$ cat src/rtl/tcl_pkg.sv
// Package for the tile cache LRU lookup block.
// Holds sizes, field widths, command codes and the controller/datapath command and status types.
// No dependencies.
package tcl_pkg;

    localparam int CACHE_ENTRIES = 64;
    localparam int IDX_W = (CACHE_ENTRIES > 1) ? $clog2(CACHE_ENTRIES) : 1;
    localparam int ZOOM_W = 5;
    localparam int COORD_W = 30;
    localparam int STAMP_W = 32;
    localparam int SLOT_W = 6;
    localparam int TAG_W = ZOOM_W + 2 * COORD_W;

    localparam logic CMD_FRAME = 1'b0;
    localparam logic CMD_REQUEST = 1'b1;

    typedef struct packed {
        logic frame_inc;
        logic load_req;
        logic rd;
        logic wr;
    } ctl_t;

    typedef struct packed {
        logic scan_last;
    } sts_t;

endpackage

$ cat src/rtl/tcl_ctrl.sv
// Controller state machine of the tile cache lookup: sequences accept, scan, drain, write and result.
// Depends on tcl_pkg for the command codes and the command and status types.
module tcl_ctrl (
    input  logic          clk,
    input  logic          rst_n,
    input  logic          in_valid,
    input  logic          in_cmd,
    output logic          in_ready,
    output logic          out_valid,
    input  logic          out_ready,
    input  tcl_pkg::sts_t sts,
    output tcl_pkg::ctl_t ctl
);

    typedef enum logic [4:0] {
        ST_IDLE  = 5'b00001,
        ST_SCAN  = 5'b00010,
        ST_DRAIN = 5'b00100,
        ST_WRITE = 5'b01000,
        ST_OUT   = 5'b10000
    } state_t;

    state_t state_reg;
    state_t state_next;

    always_ff @(posedge clk or negedge rst_n)
    begin
        if (!rst_n)
        begin
            state_reg <= ST_IDLE;
        end
        else
        begin
            state_reg <= state_next;
        end
    end

    always_comb
    begin
        state_next = state_reg;
        ctl = '0;
        unique case (state_reg)
            ST_IDLE:
            begin
                if (in_valid)
                begin
                    if (in_cmd == tcl_pkg::CMD_REQUEST)
                    begin
                        ctl.load_req = 1'b1;
                        state_next = ST_SCAN;
                    end
                    else
                    begin
                        ctl.frame_inc = 1'b1;
                    end
                end
            end
            ST_SCAN:
            begin
                ctl.rd = 1'b1;
                if (sts.scan_last)
                begin
                    state_next = ST_DRAIN;
                end
            end
            ST_DRAIN:
            begin
                state_next = ST_WRITE;
            end
            ST_WRITE:
            begin
                ctl.wr = 1'b1;
                state_next = ST_OUT;
            end
            ST_OUT:
            begin
                if (out_ready)
                begin
                    state_next = ST_IDLE;
                end
            end
            default:
            begin
                state_next = ST_IDLE;
            end
        endcase
    end

    assign in_ready = (state_reg == ST_IDLE);
    assign out_valid = (state_reg == ST_OUT);

endmodule

$ cat config.mk
export PLATFORM = sky130hd
export DESIGN_NAME = tcl_ctrl
export DESIGN_NICKNAME = d
export VERILOG_FILES = /design/src/rtl/tcl_pkg.sv /design/src/rtl/tcl_ctrl.sv
export SDC_FILE = /design/constraint.sdc
export NUM_CORES = 1
export LEC_CHECK = 0
export BUFFER_PORTS_ARGS = -buffer_cell sky130_fd_sc_hd__buf_4
export CAP_MARGIN = 20
export CORE_AREA = 5 5 42 44
export CTS_BUF_LIST = sky130_fd_sc_hd__clkbuf_4
export CTS_CLUSTER_DIAMETER = 60
export DETAILED_ROUTE_END_ITERATION = 8
export DIE_AREA = 0 0 47 49
export PLACE_DENSITY = 0.49
export SYNTH_ARGS = -nofsm -noshare
export SYNTH_HDL_FRONTEND = slang
export SYNTH_SLANG_ARGS = --single-unit
$ cat constraint.sdc
create_clock -name clk -period 1.8 [get_ports clk]
set_input_delay 0.09 -clock clk [delete_from_list [all_inputs] [get_ports clk]]
set_output_delay 0.09 -clock clk [all_outputs]
set_load 0.03 [all_outputs]
; Word level (Yosys, flattened, before mapping)
; Index checks and enable logic that the tools add are counted.
[totals]
mem_bits_rw = 0
reg_bits = 5
word_cells = 22
latch_bits = 0
input_bits = 6
output_inout_bits = 6
memories = 0
mem_bits_ro = 0
[classes]
n_bitwise = 0
n_lt_le_gt_ge = 0
n_reduce_logical = 1
n_shift = 0
n_eq_ne = 9
n_mul = 0
muxes = 11
add_sub_neg = 0
div_mod_pow = 0
[op_table]
columns = cell, n
row1 = $pmux 5 s5, 1
row2 = $mux 5, 4
row3 = $ne 2x2->1 const B, 3
row4 = $eq 5x1->1 const B, 1
row5 = $eq 5x2->1 const B, 1
row6 = $eq 5x3->1 const B, 1
row7 = $eq 5x4->1 const B, 1
row8 = $eq 5x5->1 const B, 1
row9 = $mux 1, 4
row10 = $mux 2, 2
row11 = $reduce_and 4->1, 1
row12 = $ne 2x1->1 const B, 1

; Depth between registers and ports, before layout
; Gate-level depths: netlist of run 1.
[depth]
depth_word = 3
depth_mapped = 3

; Worst setup path before layout of run 1
; No wires, ideal clock.
[synth_timing]
path_type = register -> output
startpoint = register state_reg[3]
endpoint = output ctl[3] (netlist name)
slack_ns = 0.234
n_path_buf = 0
arrival_time_ns = 1.476
stages_incl_launch_ff = 4
cell_sequence = dfrtp_1 nor2_1 nand4_1 nor3b_1
[synth_lines]
columns = element, line
row1 = from (decl), tcl_ctrl.sv:23  ; state_t state_reg;
row2 = from (signal assigned), tcl_ctrl.sv:34  ; state_reg <= state_next;
row3 = to (decl), tcl_ctrl.sv:12  ; output tcl_pkg::ctl_t ctl

==> qor.yml, run 1 <==
status: "completed"
syn_inst: 32
synth_most_common_cell: "dfrtp_1"
worst_slack_ns: 0.2791
grt_pass1_wl_um: 1193
vias: 276
avgSynthCellArea_um2: 9.853
finalCriticalPeriod_ns: 1.521
setup_violations: 0
clock-root-buffer: "clkbuf_4"
cp_slowest_stage_delay_ns: 0.44
ys_seq_area_frac: 0.4008
comb_power_share: 0.438
area_growth_pct: 42.86
path_clk_slew_ns: 0.04
hold_path_startpoint: "sts"
avgRoutedWirePerCell_um: 10.59
num_rows: 14
maxSlewViolCount: 0
arrival_ns: 1.43
fin_nets: 54
tightest_slew_ns: 0.3424
hold_depth: 2
min_to: "state_reg[2]$_DFFE_PN0P_"
cts_tree: "done"
place_ws_ns: 0.5153
dr.pass1.iters: 4
worstPathCellList: "nor2_1 -> nand4_1 -> nor3b_1 -> buf_4"
total_power_mw: 0.5354
ys_warn_count: 0
worstRegToRegCells: 3
insertedDiodeCount: 0
swShare: 0.3684
syn_area_um2: 315.3
ant_nets: 0
grt_overflow_total: 0
rr_startpoint: "state_reg[0]$_DFFE_PN1P_"
drc: 0
required_ns: 1.71
seq_area_um2: 126.4
largest_reg_flops: 5
drt_wl_total_um: 667
p_leak_nw: 0.2068
synth_ff_type: "dfrtp_1"
numCtsBuffers: 3
drv_cap: 0
die-area_mm2: 0.002303
multi_input_area_um2: 170.2
synth_nets: 38
hp-class: "in2reg"
dieWidth_um: 47
crit_family: "simple AND/OR/NAND/NOR gates"
setup.worst_path.end_class: "output port"
yosys.area.top_type: "dfrtp_1"
crit_type: "reg2out"
worstReg2RegEnd: "state_reg[0]$_DFFE_PN1P_"
clock_power_share: 0.261
io_buffers: 11
seqPwrFrac: 0.302
async_flop_share: 1.000
synth_edf_count: 0
timing_hold_violations_final: 0
drive_gt1_frac: 0.4255
core_area_mm2: 0.001401
yosys.area.top_type_share: 0.3175
ys_ff_latch: 5
switchingPower_mw: 0.1972
grt.total_usage: 0.07153
drt_iter0_markers: 3
ios: 12
fmax_ghz: 0.6575
final_cell_count_no_fill: 63
start_util: 0.2250
rsz0062_at_grt: "false"
start_kind: "flop"
slowest_stage: "dfrtp_1"
fillers: 150
dp_cells: 58
skew_ns: 0.0003733
die_height_um: 49
max-vdd-ir-drop_uv: 393.1
cts_sinks: 5
antenna_found_initial: 0
grt_max_degree: 8
synthTopCellsByCount: "dfrtp_1 (4), inv_1 (3), nor2_1 (3), or2_1 (3)"
rrSetupSlack_ns: 0.53
power.density_mw_per_mm2: 1189
grt_pass1_vias: 304
finalWeightedCongestion: 0.6901
synth.area.top_cells: "dfrtp_1 (32%), dfstp_2 (8.3%), or2_1 (6.0%), nor4b_2 (4.8%), inv_1 (3.6%)"
critPathBufInv: 1
final.period_utilization: 0.8450
cp_max_fo: 7
synthDistinctLibCells: 23
post-dp-hpwl_um: 541.2
clockBufferDepth: 2
p_int_mw: 0.3381
slew-limit-headroom: 0.7696
cts_max_level: 1
clock_latency_ns: 0.24
post-cts-setup-buffers: 0
vias_per_cell: 4.381
fin_tns_setup_ns: 0
## placed cells by master, fill, tap and decap left out, drive strengths merged
cell          n
dfstp         1
dlygate4sd3   1
nor3b         1
o221ai        1
dfrtp         4
or4b          1
clkbuf        4
nor4b         2
nand2         1
buf          11
inv           3
and2          1
o21bai        1
nand4         1
nor2          3
or2b          1
xnor2         1
or3           1
nor3          2
a211oi        1
a41oi         1
or2           3
nor4          1
## kinds of logic after synthesis
group | synth area share
buffers and inverters | 0.05953
and+or+nand+nor | 0.4088
DFF | 0.4008
AOI/OAI and AO/OA | 0.1032
xor gates and xnor gates | 0.02778
## power by group through the flow
stage / Clock [mW] / Combinational (mW) / Sequential [mW]
4_1_cts: 0.148 / 0.239 / 0.161
5_1_grt: 0.151 / 0.258 / 0.165
6_report: 0.140 / 0.234 / 0.161
3_3_place_gp: 0 / 0.241 / 0.164
2_1_floorplan: 0 / 0.165 / 0.157
3_5_place_dp: 0 / 0.236 / 0.162
## area by class of cell
class,count,area share
multi-input cells,23,0.3778
inverters,3,0.02500
well taps,16,0.04444
repair buffers,12,0.2056
clock buffers,4,0.06667
flip-flops and latches,5,0.2806
## worst max-delay path by stage
| stage | startpoint | to | slack (ns) | cells past startpoint |
|---|---|---|---|---|
| global route | state_reg[3]$_DFFE_PN0P_ | ctl[3] | 0.12 | 4 |
| CTS | state_reg[3]$_DFFE_PN0P_ | ctl[3] | 0.25 | 4 |
| global placement | state_reg[0]$_DFFE_PN1P_ | state_reg[0]$_DFFE_PN1P_ | 0.50 | 3 |
| finish | state_reg[3]$_DFFE_PN0P_ | ctl[3] | 0.28 | 4 |
| floorplan | state_reg[3]$_DFFE_PN0P_ | ctl[3] | 0.23 | 3 |
| detailed placement | state_reg[3]$_DFFE_PN0P_ | ctl[3] | 0.52 | 4 |
## layer usage
metal  GRT usage  share of wire
met3     0.01845          0.069
met2     0.09276           0.46
met1     0.08949           0.47
met5           0              0
met4     0.06912              0
## through the flow
step / instance area (um^2) / util / hold WS (ns)
final: 450.4 / 0.3214 / 0.07851
after global routing: 450.4 / 0.3214 / 0.09258
after CTS: 450.4 / 0.3214 / 0.07071
after detailed placement: 410.4 / 0.2929 / -0.1070
after global placement: 410.4 / 0.2929 / -0.1041
after floorplan: 315.3 / - / -0.2056
## what timing repair did
action / 4_1_cts / 5_1_grt
hold endpoints to repair: 5 / 0
hold buffers: 1 / 0
resized for setup: 0 / 0
Power figures use the tool's default switching activity.
==> run 2, diff against run 1 <==
- ABC_AREA: default -> 1
- clock period: 1.8 -> 1.2 ns (I/O delays scaled with it)
==> run 2 against run 1 <==
The flow now finishes with violations (negative setup slack). Global-route usage rose by 0.41 points. Sequential power rose by 58%. Cell area rose by 27%. Sequential cell count did not move. Sequential share of layout area fell by 6.0 points. Synthesized area fell by 2.4%. Combinational power rose to 3.4 times the previous value. Die area did not move. Critical path depth rose by 3.
==> qor.yml, run 2 <==
status: "complete, but fails checks"  # was completed
violations: "negative setup slack"
clock_latency_ns: 0.24  # about the same
final.period_utilization: 1.166
dr.pass1.iters: 3  # was 4
syn_inst: 43  # was 32
synthDistinctLibCells: 13  # was 23
grt_pass1_wl_um: 1248  # was 1193 um
start_kind: "flop"  # unchanged
clockBufferDepth: 2  # unchanged
ys_warn_count: 0  # unchanged
dieWidth_um: 47  # unchanged
synth_nets: 49  # was 38
synth_ff_type: "dfrtp_1"  # unchanged
area_growth_pct: 85.77  # was 42.86%
grt.total_usage: 0.07562  # was 0.07153
avgSynthCellArea_um2: 7.158  # was 9.853 um^2
hp-class: "in2reg"  # unchanged
rsz0062_at_grt: "true"  # was false
cts_max_level: 1  # unchanged
place_ws_ns: -0.05194  # was 0.5153 ns
power.density_mw_per_mm2: 2206  # was 1189 mW/mm^2
die_height_um: 49  # unchanged
synth_edf_count: 0  # unchanged
skew_ns: 0.001576  # was 0.0003733 ns
worst_slack_ns: -0.1989  # was 0.2791 ns
ys_ff_latch: 5  # unchanged
vias: 350  # was 276
drt_wl_total_um: 792  # was 667 um
insertedDiodeCount: 0  # unchanged
vias_per_cell: 4.217  # was 4.381
async_flop_share: 1.000  # unchanged
final_util: 0.4080  # was 0.3214
largest_reg_flops: 5  # unchanged
post-dp-hpwl_um: 558.2  # was 541.2 um
layout_common_cells: "buf_4 (16), inv_1 (7), nand2_1 (7), nor2_1 (6)"  # was buf_4 (11), clkbuf_4 (4), dfrtp_1 (4)
finalCriticalPeriod_ns: 1.399
slew-limit-headroom: 0.8259  # was 0.7696
tightest_slew_ns: 0.2609  # was 0.3424 ns
fmax_ghz: 0.7149
ant_nets: 0  # unchanged
max-vdd-ir-drop_uv: 818.6  # was 393.1 uV
path_clk_slew_ns: 0.04  # about the same
ios: 12  # unchanged
grt_overflow_total: 0  # unchanged
numCtsBuffers: 3  # unchanged
core_area_mm2: 0.001401  # unchanged
synth.area.top_cells: "dfrtp_1 (33%), inv_1 (11%), nand2_1 (11%), nor2_1 (11%), dfstp_2 (8.5%)"  # was dfrtp_1 (32%), dfstp_2 (8.3%), or2_1 (6.0%), nor4b_2 (4.8%), inv_1 (3.6%)
finalWeightedCongestion: 0.7055  # was 0.6901
required_ns: 1.14  # was 1.71 ns
antenna_found_initial: 0  # unchanged
drc: 0  # unchanged
timing_hold_violations_final: 0  # unchanged
yosys.area.top_type_share: 0.3252  # was 0.3175
arrival_ns: 1.34  # was 1.43 ns
setup.worst_path.end_class: "output port"  # unchanged
drive_gt1_frac: 0.5672  # was 0.4255
fin_nets: 74  # was 54
drv_cap: 0  # unchanged
grt_max_degree: 7  # was 8
cts_tree: "done"  # unchanged
crit_type: "reg2out"  # unchanged
ys_seq_area_frac: 0.4106  # was 0.4008
io_buffers: 11  # unchanged
clock-root-buffer: "clkbuf_4"  # unchanged
cts_sinks: 5  # unchanged
avgRoutedWirePerCell_um: 9.542  # was 10.59 um
drt_iter0_markers: 7  # was 3
num_rows: 14  # unchanged
cp_max_fo: 3  # was 7
yosys.area.top_type: "dfrtp_1"  # unchanged
maxSlewViolCount: 0  # unchanged
setup_violations: 8  # was 0
rrSetupSlack_ns: -0.12  # was 0.53 ns
syn_area_um2: 307.8  # was 315.3 um^2
start_util: 0.2196  # was 0.2250
grt_pass1_vias: 318  # was 304
synthTopCellsByCount: "inv_1 (9), nand2_1 (9), nor2_1 (9), dfrtp_1 (4), nand4_1 (3)"  # was dfrtp_1 (4), inv_1 (3), nor2_1 (3), or2_1 (3)
p_leak_nw: 0.3196  # was 0.2068 nW
layout.cells.most_common: "buf_4"  # unchanged
die-area_mm2: 0.002303  # unchanged
-- run 2: cell types whose count changed after synthesis, sizes merged, moves of 2 or more --
cell / previous run / this run
nand3: 0 / 3
nor4b: 2 / 0
nand2: 1 / 9
nand4: 1 / 3
inv: 3 / 9
or2: 3 / 0
nor2: 3 / 11
-- run 2: kinds of logic (layout without fill, tap and decap cells) --
kind of cell / count (synthesis) / in the layout / share of synthesized area
AO/OA/AOI/OAI: 1 / 1 / 0.02034
flip-flops: 5 / 5 / 0.4106
AND/OR/NAND/NOR: 27 / 27 / 0.4349
buffers and inverters: 10 / 34 / 0.1341
-- run 2: final timing paths --
path,start,end,cells past startpoint
max,state_reg[0]$_DFFE_PN1P_,ctl[3],7
min,sts,state_reg[1]$_DFFE_PN0P_,2
max reg2reg,state_reg[0]$_DFFE_PN1P_,state_reg[1]$_DFFE_PN0P_,7
min reg2reg,state_reg[4]$_DFFE_PN0P_,state_reg[4]$_DFFE_PN0P_,2
max in group asynchronous,rst_n,state_reg[0]$_DFFE_PN1P_,2
min in group asynchronous,rst_n,state_reg[4]$_DFFE_PN0P_,2
-- run 2: layer usage --
layer  global-route usage  wire length (um)  up-vias
met3              0.03321                33        0
met5                    0                 0        -
li1                     -                 -      183
met4              0.04147                 0        0
met2              0.09502               407        5
met1               0.1044               350      162
-- run 2: critical path, cell delays in order (launching register included) --
cell and delay [ns]:
dfstp_2 0.53, inv_2 0.04, nor2_4 0.10, nand3_4 0.09, inv_2 0.08, nand2_2 0.06
nor2_4 0.07, buf_6 0.13
-- run 2: what timing repair did --
action | 4_1_cts | 5_1_grt
hold buffers | 1 | 0
gates resized for setup | 8 | 6
setup endpoints to repair | 6 | 9
endpoints found under the hold margin | 5 | 0
buffers inserted | 4 | 4
pin swaps | 1 | 2
-- run 2: stage by stage --
step	hold WS [ns]	power, mW	setup TNS, ns	instances	area, um^2
after floorplan	-0.2356	0.5946	-0.1652	43	315.3
after global placement	-0.1348	0.7498	-0.04750	70	417.9
after detailed placement	-0.1344	0.7499	-0.05194	70	417.9
after CTS	0.01901	1.155	-0.7542	79	511.7
after global routing	0.03626	1.368	-1.428	83	571.8
final	0.04568	1.262	-0.8474	83	571.8
-- run 2: cell type report --
cell class	count	area, um^2
fill	145	829.5
multi-input combinational	28	186.4
timing repair buffer	21	175.2
sequential	5	126.4
inverter	9	33.78
clock buffer	4	30.03
tap	16	20.02
-- run 2: where the power goes --
group	total (mW)	switching, mW	internal, mW
clock network	0.212	0.0640	0.148
registers	0.254	0.0345	0.220
logic	0.795	0.406	0.389
total	1.26	0.504	0.757
==> run 3, diff against run 2 <==
- RECOVER_POWER: default -> 50
==> run 3 against run 2 <==
Utilization shrank 0.27 points. Count of clock-buffer cells in the layout unchanged. Cell count unchanged. Die area did not move. Critical endpoint unchanged. Largest cell class unchanged. First-iteration DRC count stayed put. Register-to-register slack hardly changed. Sequential share of layout area rose by 0.15 points. Via count is 0.29% lower. Sequential power barely moved. Combinational power is essentially flat. The flow still finishes with violations (negative setup slack).
==> qor.yml, run 3 (synthesis results as in run 2) <==
final.period_utilization: 1.165  # was 1.166
num_rows: 14  # unchanged
die-area_mm2: 0.002303  # unchanged
final_util: 0.4054  # was 0.4080
io_buffers: 11  # unchanged
rsz0062_at_grt: "true"  # unchanged
finalWeightedCongestion: 0.7055  # unchanged
grt_overflow_total: 0  # unchanged
ant_nets: 0  # unchanged
ios: 12  # unchanged
worstRegToRegCells: 7  # unchanged
core_area_mm2: 0.001401  # unchanged
seqPwrFrac: 0.202  # about the same
hp-class: "in2reg"  # unchanged
grt_pass1_wl_um: 1248  # unchanged
start_util: 0.2196  # unchanged
required_ns: 1.14  # about the same
cts_max_level: 1  # unchanged
insertedDiodeCount: 0  # unchanged
hold_depth: 2  # unchanged
p_int_mw: 0.7557  # was 0.7572 mW
dr.pass1.iters: 4  # was 3
drt_iter0_markers: 7  # unchanged
crit_type: "reg2out"  # unchanged
clock_power_share: 0.168  # about the same
clock-root-buffer: "clkbuf_4"  # unchanged
start_kind: "flop"  # unchanged
layout_common_cells: "buf_4 (15), inv_1 (7), nand2_1 (7), nor2_1 (6)"  # was buf_4 (16), inv_1 (7), nand2_1 (7), nor2_1 (6)
place_ws_ns: -0.05194  # unchanged
place_area_um2: 417.9  # unchanged
drive_gt1_frac: 0.5522  # was 0.5672
fillers: 145  # unchanged
min_to: "state_reg[1]$_DFFE_PN0P_"  # unchanged
timing_hold_violations_final: 0  # unchanged
cts_tree: "done"  # unchanged
worstReg2RegEnd: "state_reg[1]$_DFFE_PN0P_"  # unchanged
slew-limit-headroom: 0.8136  # was 0.8259
total_power_mw: 1.261  # was 1.262 mW
comb_power_share: 0.630  # about the same
tightest_slew_ns: 0.2797  # was 0.2609 ns
arrival_ns: 1.34  # about the same
p_leak_nw: 0.3159  # was 0.3196 nW
cts_sinks: 5  # unchanged
dieWidth_um: 47  # unchanged
avgRoutedWirePerCell_um: 9.542  # unchanged
maxSlewViolCount: 0  # unchanged
largest_reg_flops: 5  # unchanged
finalCriticalPeriod_ns: 1.398  # was 1.399 ns
clockBufferDepth: 2  # unchanged
fmax_ghz: 0.7151  # was 0.7149 GHz
skew_ns: 0.001561  # was 0.001576 ns
post-dp-hpwl_um: 558.2  # unchanged
vias_per_cell: 4.205  # was 4.217
path_clk_slew_ns: 0.04  # about the same
setup_violations: 8  # unchanged
numCtsBuffers: 3  # unchanged
hold_path_startpoint: "sts"  # unchanged
grt_max_degree: 7  # unchanged
antenna_found_initial: 0  # unchanged
die_height_um: 49  # unchanged
violations: "negative setup slack"  # unchanged
worst_slack_ns: -0.1984  # was -0.1989 ns
swShare: 0.4007  # was 0.3999
drv_cap: 0  # unchanged
layout.cell_area.non_filler_um2: 568.0  # was 571.8 um^2
setup.worst_path.end_class: "output port"  # unchanged
max-vdd-ir-drop_uv: 819.3  # was 818.6 uV
drc: 0  # unchanged
cp_max_fo: 3  # unchanged
vias: 349  # was 350
grt_pass1_vias: 318  # unchanged
rrSetupSlack_ns: -0.12  # about the same
rr_startpoint: "state_reg[0]$_DFFE_PN1P_"  # unchanged
power.density_mw_per_mm2: 2220  # was 2206 mW/mm^2
switchingPower_mw: 0.5052  # was 0.5045 mW
status: "complete, but fails checks"  # unchanged
layout.cells.most_common: "buf_4"  # unchanged
clock_latency_ns: 0.24  # about the same
fin_nets: 74  # unchanged
area_growth_pct: 84.55  # was 85.77%
drt_wl_total_um: 792  # unchanged
grt.total_usage: 0.07562  # unchanged
run 3: changes by cell type in the layout (fill, tap and decap cells not counted), sizes merged:
| cell | before | now |
|---|---|---|
| buf | 20 | 19 |
| clkbuf | 4 | 5 |
run 3: area by class of cell:
class / count / area [um^2] / area share
Inverter: 9 / 33.78 / 0.05947
Timing Repair Buffer: 21 / 171.4 / 0.3018
Multi-Input combinational cell: 28 / 186.4 / 0.3282
Sequential cell: 5 / 126.4 / 0.2225
Clock buffer: 4 / 30.03 / 0.05286
Tap cell: 16 / 20.02 / 0.03524
run 3: how the worst max path moves through the flow:
stage | startpoint | to | slack, ns
final | state_reg[0]$_DFFE_PN1P_ | ctl[3] | -0.20
after global routing | state_reg[0]$_DFFE_PN1P_ | ctl[3] | -0.28
after CTS | state_reg[0]$_DFFE_PN1P_ | ctl[3] | -0.22
after detailed placement | state_reg[0]$_DFFE_PN1P_ | ctl[3] | -0.05
after global placement | state_reg[0]$_DFFE_PN1P_ | ctl[3] | -0.05
after floorplan | state_reg[0]$_DFFE_PN1P_ | ctl[3] | -0.09
run 3: worst max-delay path, stage by stage, from the launching register on:
cell     delay [ns]
dfstp_2        0.53
inv_2          0.04
nor2_4         0.10
nand3_4        0.09
inv_2          0.08
nand2_2        0.06
nor2_4         0.07
buf_6          0.13
run 3: power groups by stage:
stage	registers [mW]	logic, mW	clock network [mW]
global placement	0.247	0.503	0
floorplan	0.246	0.348	0
global route	0.261	0.873	0.233
CTS	0.255	0.676	0.224
finish	0.254	0.795	0.212
detailed placement	0.247	0.503	0
run 3: repair_timing:
item	CTS	global route
hold buffers	1	0
endpoints found under the hold margin	5	0
pin swaps	1	2
setup buffers	4	4
gates resized for setup	8	6
cloned	0	0
endpoints found under the setup margin	6	9
run 3: per-layer routing:
| metal | vias to the layer above | global-route usage | share of wire |
|---|---|---|---|
| met5 | - | 0 | 0 |
| met4 | 0 | 0.04147 | 0 |
| met3 | 0 | 0.03321 | 0.042 |
| met2 | 5 | 0.09502 | 0.52 |
| met1 | 161 | 0.1044 | 0.44 |
| li1 | 183 | - | - |
run 3: per-stage QoR:
stage | cells | TNS, ns | hold slack, ns
finish | 83 | -0.8452 | 0.04616
global route | 83 | -1.428 | 0.03626
CTS | 79 | -0.7542 | 0.01901
detailed placement | 70 | -0.05194 | -0.1344
global placement | 70 | -0.04750 | -0.1348
floorplan | 43 | -0.1652 | -0.2356
